[config.mk]
export PLATFORM = sky130hd
export DESIGN_NAME = button_debounce_edge_hold_core
export DESIGN_NICKNAME = d
export VERILOG_FILES = /design/src/rtl/core/bde_pkg.sv /design/src/rtl/core/bde_timer.sv /design/src/rtl/core/button_debounce_edge_hold_core.sv
export SDC_FILE = /design/constraint.sdc
export NUM_CORES = 1
export LEC_CHECK = 0
export BUFFER_PORTS_ARGS = -buffer_cell sky130_fd_sc_hd__buf_4
export CORE_MARGIN = 3
export CORE_UTILIZATION = 55
export CTS_CLUSTER_SIZE = 28
export DETAILED_ROUTE_END_ITERATION = 7
export PLACE_DENSITY = 0.89
export SETUP_SLACK_MARGIN = 0.15
export SYNTH_ARGS = -nofsm -noshare
export SYNTH_HDL_FRONTEND = slang
export SYNTH_SLANG_ARGS = --single-unit
[constraint.sdc]
create_clock -name clk -period 9.1 [get_ports clk]
set_input_delay 0.455 -clock clk [delete_from_list [all_inputs] [get_ports clk]]
set_output_delay 0.455 -clock clk [all_outputs]
set_load 0.01 [all_outputs]
[src/rtl/core/bde_pkg.sv]
// Shared types and constants for the button debounce and edge hold block.
package bde_pkg;

  // Width of the button byte on the ports and of the tick counters.
  localparam int unsigned BTN_W = 8;
  localparam int unsigned CNT_W = 16;

  // Register map of the configuration port (index is paddr[2]).
  localparam logic REG_DEBOUNCE_TICKS = 1'b0;
  localparam logic REG_HOLD_TIMEOUT   = 1'b1;

  // Register reset values.
  localparam logic [CNT_W-1:0] DEBOUNCE_TICKS_RST = 16'd100;
  localparam logic [CNT_W-1:0] HOLD_TIMEOUT_RST   = 16'd1000;

  // Saturation value of the tick counters.
  localparam logic [CNT_W-1:0] CNT_MAX = {CNT_W{1'b1}};

  // Control from the debounce path to the change timer.
  typedef struct packed {
    logic step;    // a tick is being processed this cycle
    logic change;  // the debounced status changes on this tick
  } timer_ctl_t;

  // Timer outcome for the tick being processed.
  typedef struct packed {
    logic fired;
  } timer_evt_t;

endpackage

[src/rtl/core/bde_timer.sv]
// Shared post-change timer that fires at most one event per debounced status change.
module bde_timer
  import bde_pkg::*;
(
  input  logic             clk,
  input  logic             rst,
  input  timer_ctl_t       ctl,
  input  logic [CNT_W-1:0] hold_timeout,
  output timer_evt_t       evt
);

  logic [CNT_W-1:0] since_change;
  logic             change_armed;
  logic [CNT_W-1:0] since_change_next;
  logic             armed_pre;
  logic             fired;

  // A change restarts the count; otherwise it advances and saturates.
  always_comb begin
    if (ctl.change) begin
      since_change_next = '0;
    end else if (since_change == CNT_MAX) begin
      since_change_next = since_change;
    end else begin
      since_change_next = since_change + 1'b1;
    end
    armed_pre = ctl.change | change_armed;
    fired     = armed_pre && (since_change_next > hold_timeout);
  end

  assign evt.fired = fired;

  // The event disarms the timer until the next change.
  always_ff @(posedge clk) begin
    if (rst) begin
      since_change <= '0;
      change_armed <= 1'b0;
    end else if (ctl.step) begin
      since_change <= since_change_next;
      change_armed <= armed_pre & ~fired;
    end
  end

endmodule

[src/rtl/core/button_debounce_edge_hold_core.sv]
// Top level of the button debounce block with edge detect and hold timer.
// Timing: a result is registered and valid in the cycle after its input transaction is accepted.
// Throughput: one tick per cycle; the single output register is refilled in the
// same cycle that its result is taken, so in_ready only drops while it is stalled.
// Reset: synchronous; clears the status, candidate, timer, output valid, and
// sets debounce_ticks to 100 and hold_timeout to 1000.
module button_debounce_edge_hold_core
  import bde_pkg::*;
#(
  parameter int unsigned BUTTONS = 8
) (
  input  logic             clk,
  input  logic             rst,
  // Configuration port.
  input  logic             psel,
  input  logic             penable,
  input  logic             pwrite,
  input  logic [2:0]       paddr,
  input  logic [31:0]      pwdata,
  output logic [31:0]      prdata,
  output logic             pready,
  // Input channel.
  input  logic             in_valid,
  output logic             in_ready,
  input  logic [BTN_W-1:0] raw_buttons,
  // Output channel.
  output logic             out_valid,
  input  logic             out_ready,
  output logic [BTN_W-1:0] pressed,
  output logic [BTN_W-1:0] down_edges,
  output logic [BTN_W-1:0] up_edges,
  output logic [BTN_W-1:0] last_released,
  output logic             timer_fired,
  output logic [BTN_W-1:0] held_buttons,
  output logic [BTN_W-1:0] released_ago
);

  logic [CNT_W-1:0]   debounce_ticks;
  logic [CNT_W-1:0]   hold_timeout;

  logic [BUTTONS-1:0] debounced_status;
  logic [BUTTONS-1:0] candidate_pattern;
  logic [CNT_W-1:0]   candidate_age;
  logic [BUTTONS-1:0] released_at_change;

  logic [BUTTONS-1:0] sample;
  logic [BUTTONS-1:0] debounced_status_next;
  logic [BUTTONS-1:0] candidate_pattern_next;
  logic [CNT_W-1:0]   candidate_age_next;
  logic [CNT_W-1:0]   age_inc;
  logic [BUTTONS-1:0] released_at_change_next;
  logic [BUTTONS-1:0] rise;
  logic [BUTTONS-1:0] fall;
  logic               accept;
  logic               cfg_write;

  timer_ctl_t         tmr_ctl;
  timer_evt_t         tmr_evt;

  // Configuration registers; the register index is address bit 2.
  assign pready    = 1'b1;
  assign cfg_write = psel & penable & pwrite;

  always_ff @(posedge clk) begin
    if (rst) begin
      debounce_ticks <= DEBOUNCE_TICKS_RST;
      hold_timeout   <= HOLD_TIMEOUT_RST;
    end else if (cfg_write) begin
      case (paddr[2])
        REG_DEBOUNCE_TICKS: debounce_ticks <= pwdata[CNT_W-1:0];
        REG_HOLD_TIMEOUT:   hold_timeout   <= pwdata[CNT_W-1:0];
        default: ;
      endcase
    end
  end

  always_comb begin
    case (paddr[2])
      REG_DEBOUNCE_TICKS: prdata = 32'(debounce_ticks);
      REG_HOLD_TIMEOUT:   prdata = 32'(hold_timeout);
      default:            prdata = '0;
    endcase
  end

  // Handshake: a new tick enters whenever the output register is free or drains.
  assign in_ready = ~out_valid | out_ready;
  assign accept   = in_valid & in_ready;

  // Debounce: a differing pattern must outlast debounce_ticks to be accepted.
  assign sample  = ~raw_buttons[BUTTONS-1:0];
  assign age_inc = (candidate_age == CNT_MAX) ? candidate_age : candidate_age + 1'b1;

  always_comb begin
    debounced_status_next  = debounced_status;
    candidate_pattern_next = candidate_pattern;
    candidate_age_next     = candidate_age;
    if (sample != debounced_status) begin
      if (sample == candidate_pattern) begin
        candidate_age_next = age_inc;
        if (age_inc > debounce_ticks) begin
          debounced_status_next = sample;
        end
      end else begin
        candidate_pattern_next = sample;
        candidate_age_next     = '0;
      end
    end else begin
      candidate_pattern_next = debounced_status;
      candidate_age_next     = '0;
    end
  end

  // Edges against the previous status and the release mask of the last change.
  assign rise = debounced_status_next & ~debounced_status;
  assign fall = debounced_status & ~debounced_status_next;
  assign released_at_change_next =
      (debounced_status_next != debounced_status) ? fall : released_at_change;

  assign tmr_ctl.step   = accept;
  assign tmr_ctl.change = (debounced_status_next != debounced_status);

  bde_timer u_timer (
    .clk          (clk),
    .rst          (rst),
    .ctl          (tmr_ctl),
    .hold_timeout (hold_timeout),
    .evt          (tmr_evt)
  );

  // Debounce state advances once per accepted transaction.
  always_ff @(posedge clk) begin
    if (rst) begin
      debounced_status   <= '0;
      candidate_pattern  <= '0;
      candidate_age      <= '0;
      released_at_change <= '0;
    end else if (accept) begin
      debounced_status   <= debounced_status_next;
      candidate_pattern  <= candidate_pattern_next;
      candidate_age      <= candidate_age_next;
      released_at_change <= released_at_change_next;
    end
  end

  // Output register: valid is control state, the payload is loaded on accept.
  always_ff @(posedge clk) begin
    if (rst) begin
      out_valid <= 1'b0;
    end else if (accept) begin
      out_valid <= 1'b1;
    end else if (out_ready) begin
      out_valid <= 1'b0;
    end
  end

  always_ff @(posedge clk) begin
    if (accept) begin
      pressed       <= BTN_W'(debounced_status_next);
      down_edges    <= BTN_W'(rise);
      up_edges      <= BTN_W'(fall);
      last_released <= BTN_W'(released_at_change_next);
      timer_fired   <= tmr_evt.fired;
      held_buttons  <= tmr_evt.fired ? BTN_W'(debounced_status_next) : '0;
      released_ago  <= tmr_evt.fired ? BTN_W'(released_at_change_next) : '0;
    end
  end

endmodule

== After elaboration in Yosys (flattened, before gate mapping) ==
Index checks and enable logic that the tools add are counted.
Cells by class
  $lt $le $gt $ge: 2
  bitwise operators: 14
  $add $sub $neg: 2
  reductions and logical operators: 5
  eq/ne operators: 6
  multiplexer cells: 14
Operators with widths (number)
  two-way mux 16 bit: 5
  one-hot mux 32 bit (2 select lines): 1
  two-way mux 8 bit: 6
  adder 16 x 1 -> 16 bit (second input constant): 2
  == test 16 bit (second input constant): 2
  greater-than comparator 16 bit: 2
  NOT 8 bit: 3
  AND 8 bit: 2
  inequality test 8 bit: 2
  == test 8 bit: 1
  AND reduction 2 bit: 3
  AND 1 bit: 4
  NOT 1 bit: 3
  two-way mux 1 bit: 2
  inequality test 2 bit (second input constant): 1
  bitwise OR 1 bit: 2
  nonzero test 2 bit: 1
  logical AND 1 bit: 1
Word-level totals
  bits of input ports: 50
  output and inout port bits: 84
  register bits after elaboration: 139
  logic and storage cells: 59

== Longest topological paths before layout ==
Gate-level depths: netlist of the first run.
  depth after elaboration: 12
  gate-level depth with buffers: 31
  depth with buffers taken out: 25

== By module ==
From an unflattened synthesis of the first run, not the netlist that was laid out.
Unflattened totals
  cells, all modules: 850
  area, all modules: 7684.9 um^2
By module, submodules not included
  button_debounce_edge_hold_core: cells an instance 633, instances 1, area an instance 6087.1 um^2, seq. area each 2932.8 um^2
  bde_timer: cells an instance 217, instances 1, area an instance 1597.8 um^2, seq. area each 340.3 um^2

== Worst setup path before layout of the first run ==
OpenSTA, ideal clock, no wires.
  path kind: register to register
  start: register candidate_age[0]
  end: register held_buttons[1], data pin
  stages on the path, launching flop included: 31
  path buffers: 7
  setup slack: 2.757 ns
  data arrival time: 6.176 ns
  path through: dfxtp_1 > ha_1 > nand2_1 > nor3_4 > a21oi_1 > and3b_1 > or2_2 > ha_1 > a41o_1 > a21oi_1 > o32ai_1 > or3_1 > buf_2 > and2_4 > buf_6 > buf_2 > a21oi_1 > ha_1 > nand4_1 > or2_2 > clkbuf_1 > clkbuf_1 > clkbuf_1 > a21oi_1 > ha_1 > nand4_1 > a2111o_1 > a31oi_1 > o21ai_1 > clkbuf_1 > a211oi_1
Between the ends
  word-level cells in the longest chain between the ends: 10
RTL lines
  start: declaration: line button_debounce_edge_hold_core.sv:43  | logic [CNT_W-1:0] candidate_age;
  start signal: assignment: line button_debounce_edge_hold_core.sv:140  | candidate_age <= candidate_age_next;
  adder 16 x 1 -> 16 bit / == test 16 bit (equally long branches): line button_debounce_edge_hold_core.sv:91  | assign age_inc = (candidate_age == CNT_MAX) ? candidate_age : candidate_age + 1'b1;
  two-way mux 16 bit (*): line button_debounce_edge_hold_core.sv:91
  greater-than comparator 16 bit (*): line button_debounce_edge_hold_core.sv:100  | if (age_inc > debounce_ticks) begin
  two-way mux 8 bit (*): line button_debounce_edge_hold_core.sv:100
  two-way mux 8 bit (*): line button_debounce_edge_hold_core.sv:98  | if (sample == candidate_pattern) begin
  two-way mux 8 bit (*): line button_debounce_edge_hold_core.sv:97  | if (sample != debounced_status) begin
  net debounced_status_next[3]: line button_debounce_edge_hold_core.sv:47  | logic [BUTTONS-1:0] debounced_status_next;
  inequality test 8 bit (*): line button_debounce_edge_hold_core.sv:120  | assign tmr_ctl.change = (debounced_status_next != debounced_status);
  two-way mux 16 bit (*): line bde_timer.sv:20  | if (ctl.change) begin
  net u_timer.since_change_next[15]: line bde_timer.sv:14  | logic [CNT_W-1:0] since_change_next;
  greater-than comparator 16 bit (*): line bde_timer.sv:28  | fired = armed_pre && (since_change_next > hold_timeout);
  logical AND 1 bit (*): line bde_timer.sv:28
  end signal: assignment: line button_debounce_edge_hold_core.sv:163  | held_buttons <= tmr_evt.fired ? BTN_W'(debounced_status_next) : '0;
  end: declaration: line button_debounce_edge_hold_core.sv:34  | output logic [BTN_W-1:0] held_buttons,
The timed path passes the listed nets; every way through them passes the cells marked *.
A chain may end at the register's enable or synchronous reset.

== Worst setup path after layout of the first run ==
  start: register candidate_age[3]
  end: register held_buttons[7], data pin
Same word-level chain as after synthesis.

==> results.json, run 1 <==
{
  "initialDrtViolationCount": 603,
  "floorplan.rows": 42,
  "drt-vias-per-instance": 5.76,
  "cts.reportedPaths.clkPinSlew_ns": 0.06,
  "die_width_um": 123,
  "ctsHtreeMaxLevel": 4,
  "crit-reg2reg-capture": "held_buttons[7]",
  "synth.ff_latch_count": 139,
  "routed_wl_mm": 17.0,
  "r2r_cells": 23,
  "grt_max_degree": 86,
  "maximum_vdd_drop_uv": 160,
  "layout_worst_path_cycle_share_pct": 81.3,
  "slew_headroom_pct": 37.0,
  "num-nets-final": 996,
  "hpwl_mm": 11.5,
  "postCtsSetupRepairBufs": 0,
  "yosysWarnings": 0,
  "fillers": 1058,
  "finalHoldViolations": 0,
  "area_growth_pct": 16.3,
  "floorplan.initialDensity_pct": 56.5,
  "critPathLaunchType": "flip-flop",
  "power.leakage_nw": 3.55,
  "overflow": 0,
  "critical_path_class": "flip-flop to flip-flop",
  "tns_ns": 0,
  "grt_pass1_vias": 5694,
  "tightest_slew_ns": 0.945,
  "die_y_um": 123,
  "worst_ep_arrival_time_ns": 7.65,
  "post-place-cells": 1053,
  "post_drt_wl_per_cell_um": 15.7,
  "route.vias.total": 6245,
  "die_area_sq_mm": 0.0152,
  "post_synthesis_average_cell_area_sq_um": 9.10,
  "gr-max-usage-layer": "met2",
  "gp_congestion": 0.891,
  "post-route-worst-setup-slack_ns": 1.70,
  "track_usage_pct": 23.0,
  "post_route_cells_drive_above_1_share_pct": 16.8,
  "register_to_register_setup_slack_ns": 1.70,
  "layout_commonest_cell": "buf_4",
  "timing.final.crit_period_ns": 7.40,
  "clockRootBuffer": "clkbuf_16",
  "final_cell_count_no_fill": 1085,
  "synth_seq_area_share_pct": 43.4,
  "cp_data_required_time_ns": 9.35,
  "cts_sinks": 139,
  "netlist_area_before_placement_sq_mm": 0.00755,
  "max-cap-violations": 0,
  "clock_tree_skew_after_final_layout_ns": 0.00976,
  "synth_async_sr_flop_share_pct": 0,
  "place.port_buffers": 98,
  "mostFrequentLayoutCells": "buf_4 (103), nand2_1 (90), dfxtp_1 (90), a21oi_1 (76), nor2_1 (70)",
  "worst_setup_path_startpoint": "candidate_age[3]",
  "num_antenna_cells": 0,
  "grtUsageMet3_pct": 5.03,
  "rsz0062_at_grt": "false",
  "floorplan.core_area_sq_mm": 0.0133,
  "max_root_sink_buffers": 2,
  "gr-usage-met2_pct": 37.7,
  "synth_ff_type": "dfxtp_1",
  "postCtsResizedCells": 0,
  "gr-usage-met1_pct": 29.4,
  "dp_slack_ns": 1.81,
  "cts_hold_buffers": 0,
  "insertion_delay_ns": 0.43,
  "yosys.cell_types.count": 57,
  "antenna_found_initial": 0,
  "gate_count_of_the_mapped_netlist": 829,
  "worst_path_fanout_max": 32,
  "tritoncts_buffers": 17,
  "drtAntennaViolNets": 0,
  "wire_length_of_the_first_global_routing_pass_mm": 27.3,
  "holdCritPathClass": "input port to flip-flop",
  "reg2reg_from": "candidate_age[3]",
  "status": "completed",
  "critPathCaptureType": "flip-flop",
  "finalSetupViolCount": 0,
  "io_pins": 134,
  "number_of_synthesized_flops_with_an_enable_pin": 49,
  "drt_pass_1_iters": 5,
  "total_power_mw": 1.46,
  "power_density_mw_per_mm2": 166,
  "cts_tree": "done",
  "worst_setup_endpoint": "held_buttons[7]",
  "drc": 0,
  "slew_viol_final": 0,
  "max_fclk_mhz": 135
}
## Yosys cell counts, drive strengths merged (2+ instances only)
cell,count,share of area (%)
a211o,9,1.0
a211oi,28,3.0
a21boi,2,0.20
a21o,10,0.99
a21oi,76,5.0
a22o,3,0.35
a22oi,9,0.90
a311oi,8,1.4
a31oi,21,1.7
a41oi,3,0.35
and2,7,0.61
and3,4,0.33
buf,38,3.6
clkbuf,32,1.6
conb,2,0.10
dfxtp,90,24
edfxtp,49,19
ha,50,8.3
inv,56,2.8
mux2,3,0.45
mux2i,10,1.3
nand2,90,4.5
nand2b,8,0.66
nand3,22,1.5
nand4,19,1.6
nor2,70,3.5
nor2b,3,0.25
nor3,6,0.68
nor3b,3,0.36
nor4,9,0.99
o21ai,29,1.9
or2,3,0.25
or3,8,0.66
xnor2,17,2.0
xor2,22,2.6
## state kept, by name, indices dropped and copies added, names as in the netlist
register / flops
up_edges: 8
last_released: 8
released_ago: 8
released_at_change: 8
u_timer.change_armed: 1
u_timer.since_change: 16
held_buttons: 8
hold_timeout: 16
candidate_age: 16
down_edges: 8
out_valid: 1
candidate_pattern: 8
timer_fired: 1
debounce_ticks: 16
pressed: 8
debounced_status: 8
## stage by stage
stage | instance area (sq um) | utilization (%) | hold WS (ns)
floorplan | 7600 | - | 0.436
global placement | 8200 | 61.5 | 0.443
detailed placement | 8200 | 61.5 | 0.448
CTS | 8770 | 65.7 | 0.230
global route | 8770 | 65.7 | 0.240
finish | 8770 | 65.7 | 0.246
## critical path: stages, from the launching register on
cell	delay, ns
dfxtp_1	0.44
nand4_1	0.31
nor3_4	0.41
nand2_1	0.32
and4_1	0.34
xor2_1	0.15
ha_1	0.32
nand4_1	0.09
nor4_1	0.24
a21boi_0	0.23
or3_1	0.56
and2_4	0.51
a21oi_1	0.16
ha_1	0.31
nand4_1	0.14
or2_2	0.60
a211oi_1	0.38
ha_1	0.22
nand4_1	0.18
a2111o_1	0.43
a31oi_1	0.29
o21ai_1	0.11
buf_4	0.23
a211oi_1	0.21
## logic make-up after synthesis
group	Yosys count	share of synthesized area [%]
flip-flops	139	43.4
multiplexers	13	1.77
AND/OR/NAND/NOR	254	16.0
AO/OA/AOI/OAI	206	17.9
other	2	0.0995
adder cells (fa/ha/maj)	50	8.29
buffers and inverters	126	8.01
XOR/XNOR	39	4.53
## layout make-up
| class | count | area, sq um | share of cell area (%) |
|---|---|---|---|
| Clock buffer | 22 | 454 | 5.18 |
| Sequential cell | 139 | 3270 | 37.3 |
| Inverter | 56 | 211 | 2.41 |
| Tap cell | 176 | 220 | 2.51 |
| Multi-Input combinational cell | 579 | 3720 | 42.4 |
| Timing Repair Buffer | 103 | 773 | 8.81 |
| Clock inverter | 10 | 118 | 1.34 |
## report_power, final
group          leakage [nW]  total, mW  switching, mW  internal [mW]
combinational          2.05      0.115         0.0699         0.0447
clock                 0.269      0.671          0.261          0.411
sequential             1.23      0.674         0.0102          0.664
total                  3.55       1.46          0.341           1.12
## how the worst min path moves through the flow
stage	end	slack, ns	cells after the start	from
floorplan	debounce_ticks[10]	0.44	2	debounce_ticks[10]
global placement	debounce_ticks[14]	0.44	2	debounce_ticks[14]
detailed placement	debounce_ticks[8]	0.45	2	debounce_ticks[8]
CTS	hold_timeout[5]	0.23	2	pwdata[5]
global route	hold_timeout[7]	0.24	2	pwdata[7]
finish	hold_timeout[5]	0.25	2	pwdata[5]
## routing by layer
metal / share of wire (%) / vias up / wire [um]
li1: - / 3043 / -
met1: 43 / 2929 / 7270
met2: 48 / 240 / 8180
met3: 7.2 / 33 / 1230
met4: 1.9 / 0 / 326
met5: 0 / - / 0
Note: power is estimated with default switching activity, not from simulation.
==> run 2: changes to the inputs <==
--- a/config.mk
+++ b/config.mk
@@ -5,6 +5,7 @@
 export SDC_FILE = /design/constraint.sdc
 export NUM_CORES = 1
 export LEC_CHECK = 0
+export ABC_AREA = 1
 export BUFFER_PORTS_ARGS = -buffer_cell sky130_fd_sc_hd__buf_4
 export CORE_MARGIN = 3
 export CORE_UTILIZATION = 55
==> constraint.sdc (replaced) <==
create_clock -name clk -period 7.6 [get_ports clk]
set_input_delay 0.38 -clock clk [delete_from_list [all_inputs] [get_ports clk]]
set_output_delay 0.38 -clock clk [all_outputs]
set_load 0.01 [all_outputs]
==> run 2 against run 1 <==
  * Non-clock buffer count shrank 2
  * Critical path depth grew 8
  * Area after synthesis grew 2.1%
  * Die area grew 2.0%
  * Global-route usage grew 0.73 points
  * Wire length grew 9.0%
  * Sequential share of layout area shrank 1.1 points
  * Via count grew 12%
  * Final area grew 3.1%
  * Total power grew 30%
  * Critical endpoint is now released_ago[0]
  * Largest cell class unchanged
  * Highest routed layer unchanged
==> results.json, run 2 <==
{
  "status": "completed",
  "layout_commonest_cell": "nand2_1",
  "yosys.cell_types.count": 43,
  "die_width_um": 124,
  "register_to_register_setup_slack_ns": 1.79,
  "worstHoldPathCells": 3,
  "pwr-share-seq_pct": 44.3,
  "tns_ns": 0,
  "cts_tree": "done",
  "num_antenna_cells": 0,
  "grt_pass1_vias": 6520,
  "synth_top_area_share_pct": 23.4,
  "slew_viol_final": 0,
  "fin_area_sq_mm": 0.00905,
  "layout_worst_path_cycle_share_pct": 76.4,
  "synth.ff_latch_count": 139,
  "place.port_buffers": 98,
  "post_synthesis_average_cell_area_sq_um": 7.62,
  "timing.critical_path.slowest_cell_delay_ns": 0.39,
  "number_of_synthesized_flops_with_an_enable_pin": 49,
  "tritoncts_buffers": 17,
  "gate_count_of_the_mapped_netlist": 1011,
  "netlist_top_cells_area": "dfxtp_1 (23%), edfxtp_1 (19%), nand2_1 (11%)",
  "multi_input_area_sq_mm": 0.00363,
  "synth_async_sr_flop_share_pct": 0,
  "routed_wl_mm": 18.5,
  "reg2reg_from": "candidate_age[0]",
  "post_drt_wl_per_cell_um": 14.4,
  "tightest_slew_ns": 0.887,
  "clockRootBuffer": "clkbuf_16",
  "postCtsResizedCells": 0,
  "die_y_um": 124,
  "yosysWarnings": 0,
  "track_usage_pct": 23.7,
  "synth_top_area_cell": "dfxtp_1",
  "drt-vias-per-instance": 5.42,
  "grt_max_degree": 84,
  "gp_congestion": 0.861,
  "post_dp_cell_area_sq_mm": 0.00846,
  "overflow": 0,
  "max-cap-violations": 0,
  "hold-path-endpoint": "debounce_ticks[5]",
  "power.share.switching_pct": 27.4,
  "r2r_cells": 31,
  "cts.reportedPaths.clkPinSlew_ns": 0.06,
  "internal_power_mw": 1.37,
  "post-place-cells": 1254,
  "num-nets-final": 1197,
  "hpwl_mm": 13.1,
  "p_comb_share_pct": 12.6,
  "maximum_vdd_drop_uv": 163,
  "cts_hold_buffers": 0,
  "clkPwrFrac_pct": 43.2,
  "power.leakage_nw": 4.27,
  "antenna_found_initial": 0,
  "netlist_area_before_placement_sq_mm": 0.00770,
  "crit_top_cell": "nand2_1",
  "p_switching_mw": 0.520,
  "area_growth_pct": 17.5,
  "floorplan.initialDensity_pct": 57.3,
  "timing.final.crit_period_ns": 5.81,
  "holdCritPathClass": "input port to flip-flop",
  "critPathLaunchType": "flip-flop",
  "slew_headroom_pct": 40.6,
  "final_core_util_pct": 67.3,
  "final-seq-area_sq_mm": 0.00327,
  "power_density_mw_per_mm2": 209,
  "finalSetupViolCount": 0,
  "synth.top_cells.by_count": "nand2_1 (222), inv_1 (133), a21oi_1 (105)",
  "synth_seq_area_share_pct": 42.5,
  "synth_ff_type": "dfxtp_1",
  "critical_path_class": "flip-flop to flip-flop",
  "post-synth-top-count-cell": "nand2_1",
  "initialDrtViolationCount": 678,
  "io_pins": 134,
  "hold_start": "pwdata[5]",
  "final_cell_count_no_fill": 1286,
  "insertion_delay_ns": 0.43,
  "wire_length_of_the_first_global_routing_pass_mm": 30.4,
  "drtAntennaViolNets": 0,
  "mostFrequentLayoutCells": "nand2_1 (222), inv_1 (132), a21oi_1 (105), buf_4 (101), dfxtp_1 (90)",
  "cp_data_required_time_ns": 7.86,
  "drc": 0,
  "die_area_sq_mm": 0.0155,
  "max_fclk_mhz": 172,
  "clock_tree_skew_after_final_layout_ns": 0.0108,
  "drt_pass_1_iters": 6,
  "finalHoldViolations": 0,
  "postCtsSetupRepairBufs": 0,
  "critPathCaptureType": "flip-flop",
  "route.vias.total": 6975,
  "worst_ep_arrival_time_ns": 6.07,
  "fillers": 1095,
  "total_power_mw": 1.89,
  "floorplan.rows": 42,
  "cpMaxStageDelayCell": "dfxtp_1",
  "rsz0062_at_grt": "false",
  "ctsHtreeMaxLevel": 4,
  "max_root_sink_buffers": 2,
  "cts_sinks": 139,
  "crit-reg2reg-capture": "released_ago[0]",
  "post_route_cells_drive_above_1_share_pct": 16.8,
  "floorplan.core_area_sq_mm": 0.0135,
  "worst_path_fanout_max": 28
}
## run 2: cell types whose count changed in the layout (fill, tap and decap cells not counted), sizes merged, moves of 10 or more
cell,change
a211oi,-27
a21oi,+31
a31oi,-19
inv,+103
mux2i,-10
nand2,+146
nand3,+19
nand4,-10
nor2,+16
nor3,+10
o21ai,+57
xnor2,-14
xor2,-17
## run 2: worst max path at each step
| stage | startpoint | endpoint | slack (ns) | cells past startpoint |
|---|---|---|---|---|
| global route | candidate_age[0] | released_ago[2] | 1.21 | 31 |
| finish | candidate_age[0] | released_ago[0] | 1.79 | 31 |
| CTS | candidate_age[0] | released_ago[2] | 1.79 | 33 |
| global placement | candidate_age[0] | held_buttons[3] | 2.09 | 35 |
| floorplan | candidate_age[0] | released_ago[0] | 2.97 | 33 |
| detailed placement | candidate_age[0] | released_ago[2] | 1.91 | 36 |
## run 2: critical path: cells and delay by family, from the launching register on
family	cells	cell delay, ns
buffers and inverters	2	0.44
and+or+nand+nor	23	3.48
AOI/OAI and AO/OA	2	0.40
DFF	1	0.39
adders and majority gates	4	0.96
## run 2: final cells by class
| cell class | count | share of cell area [%] |
|---|---|---|
| Clock inverter | 14 | 1.66 |
| Timing Repair Buffer | 101 | 8.38 |
| Tap cell | 176 | 2.43 |
| Multi-Input combinational cell | 684 | 40.1 |
| Clock buffer | 18 | 4.85 |
| Sequential cell | 139 | 36.2 |
| Inverter | 154 | 6.40 |
## run 2: per-stage QoR
stage | setup slack (ns) | hold WS (ns)
floorplan | 2.97 | 0.444
global placement | 2.09 | 0.453
detailed placement | 1.91 | 0.468
CTS | 1.79 | 0.167
global route | 1.21 | 0.184
finish | 1.79 | 0.176
## run 2: layer usage
layer | vias up | share of wire (%) | track usage, %
met2 | 296 | 49 | 41.2
met4 | 0 | 2.6 | 9.86
li1 | 3435 | - | -
met5 | - | 0 | 0
met1 | 3199 | 41 | 28.5
met3 | 45 | 6.9 | 5.06
## run 2: logic make-up after synthesis
group,synth area share (%)
adder cells (fa/ha/maj),8.12
AND/OR/NAND/NOR,22.7
XOR/XNOR,0.909
flip-flops,42.5
buffers and inverters,11.1
AO/OA/AOI/OAI,14.5
other,0.0975
## run 2: power by group through the flow
stage	Sequential [mW]	Clock (mW)	Combinational (mW)
2_1_floorplan	0.859	0	0.143
3_3_place_gp	0.852	0	0.224
3_5_place_dp	0.854	0	0.233
4_1_cts	0.839	0.826	0.237
5_1_grt	0.843	0.853	0.265
6_report	0.839	0.818	0.238
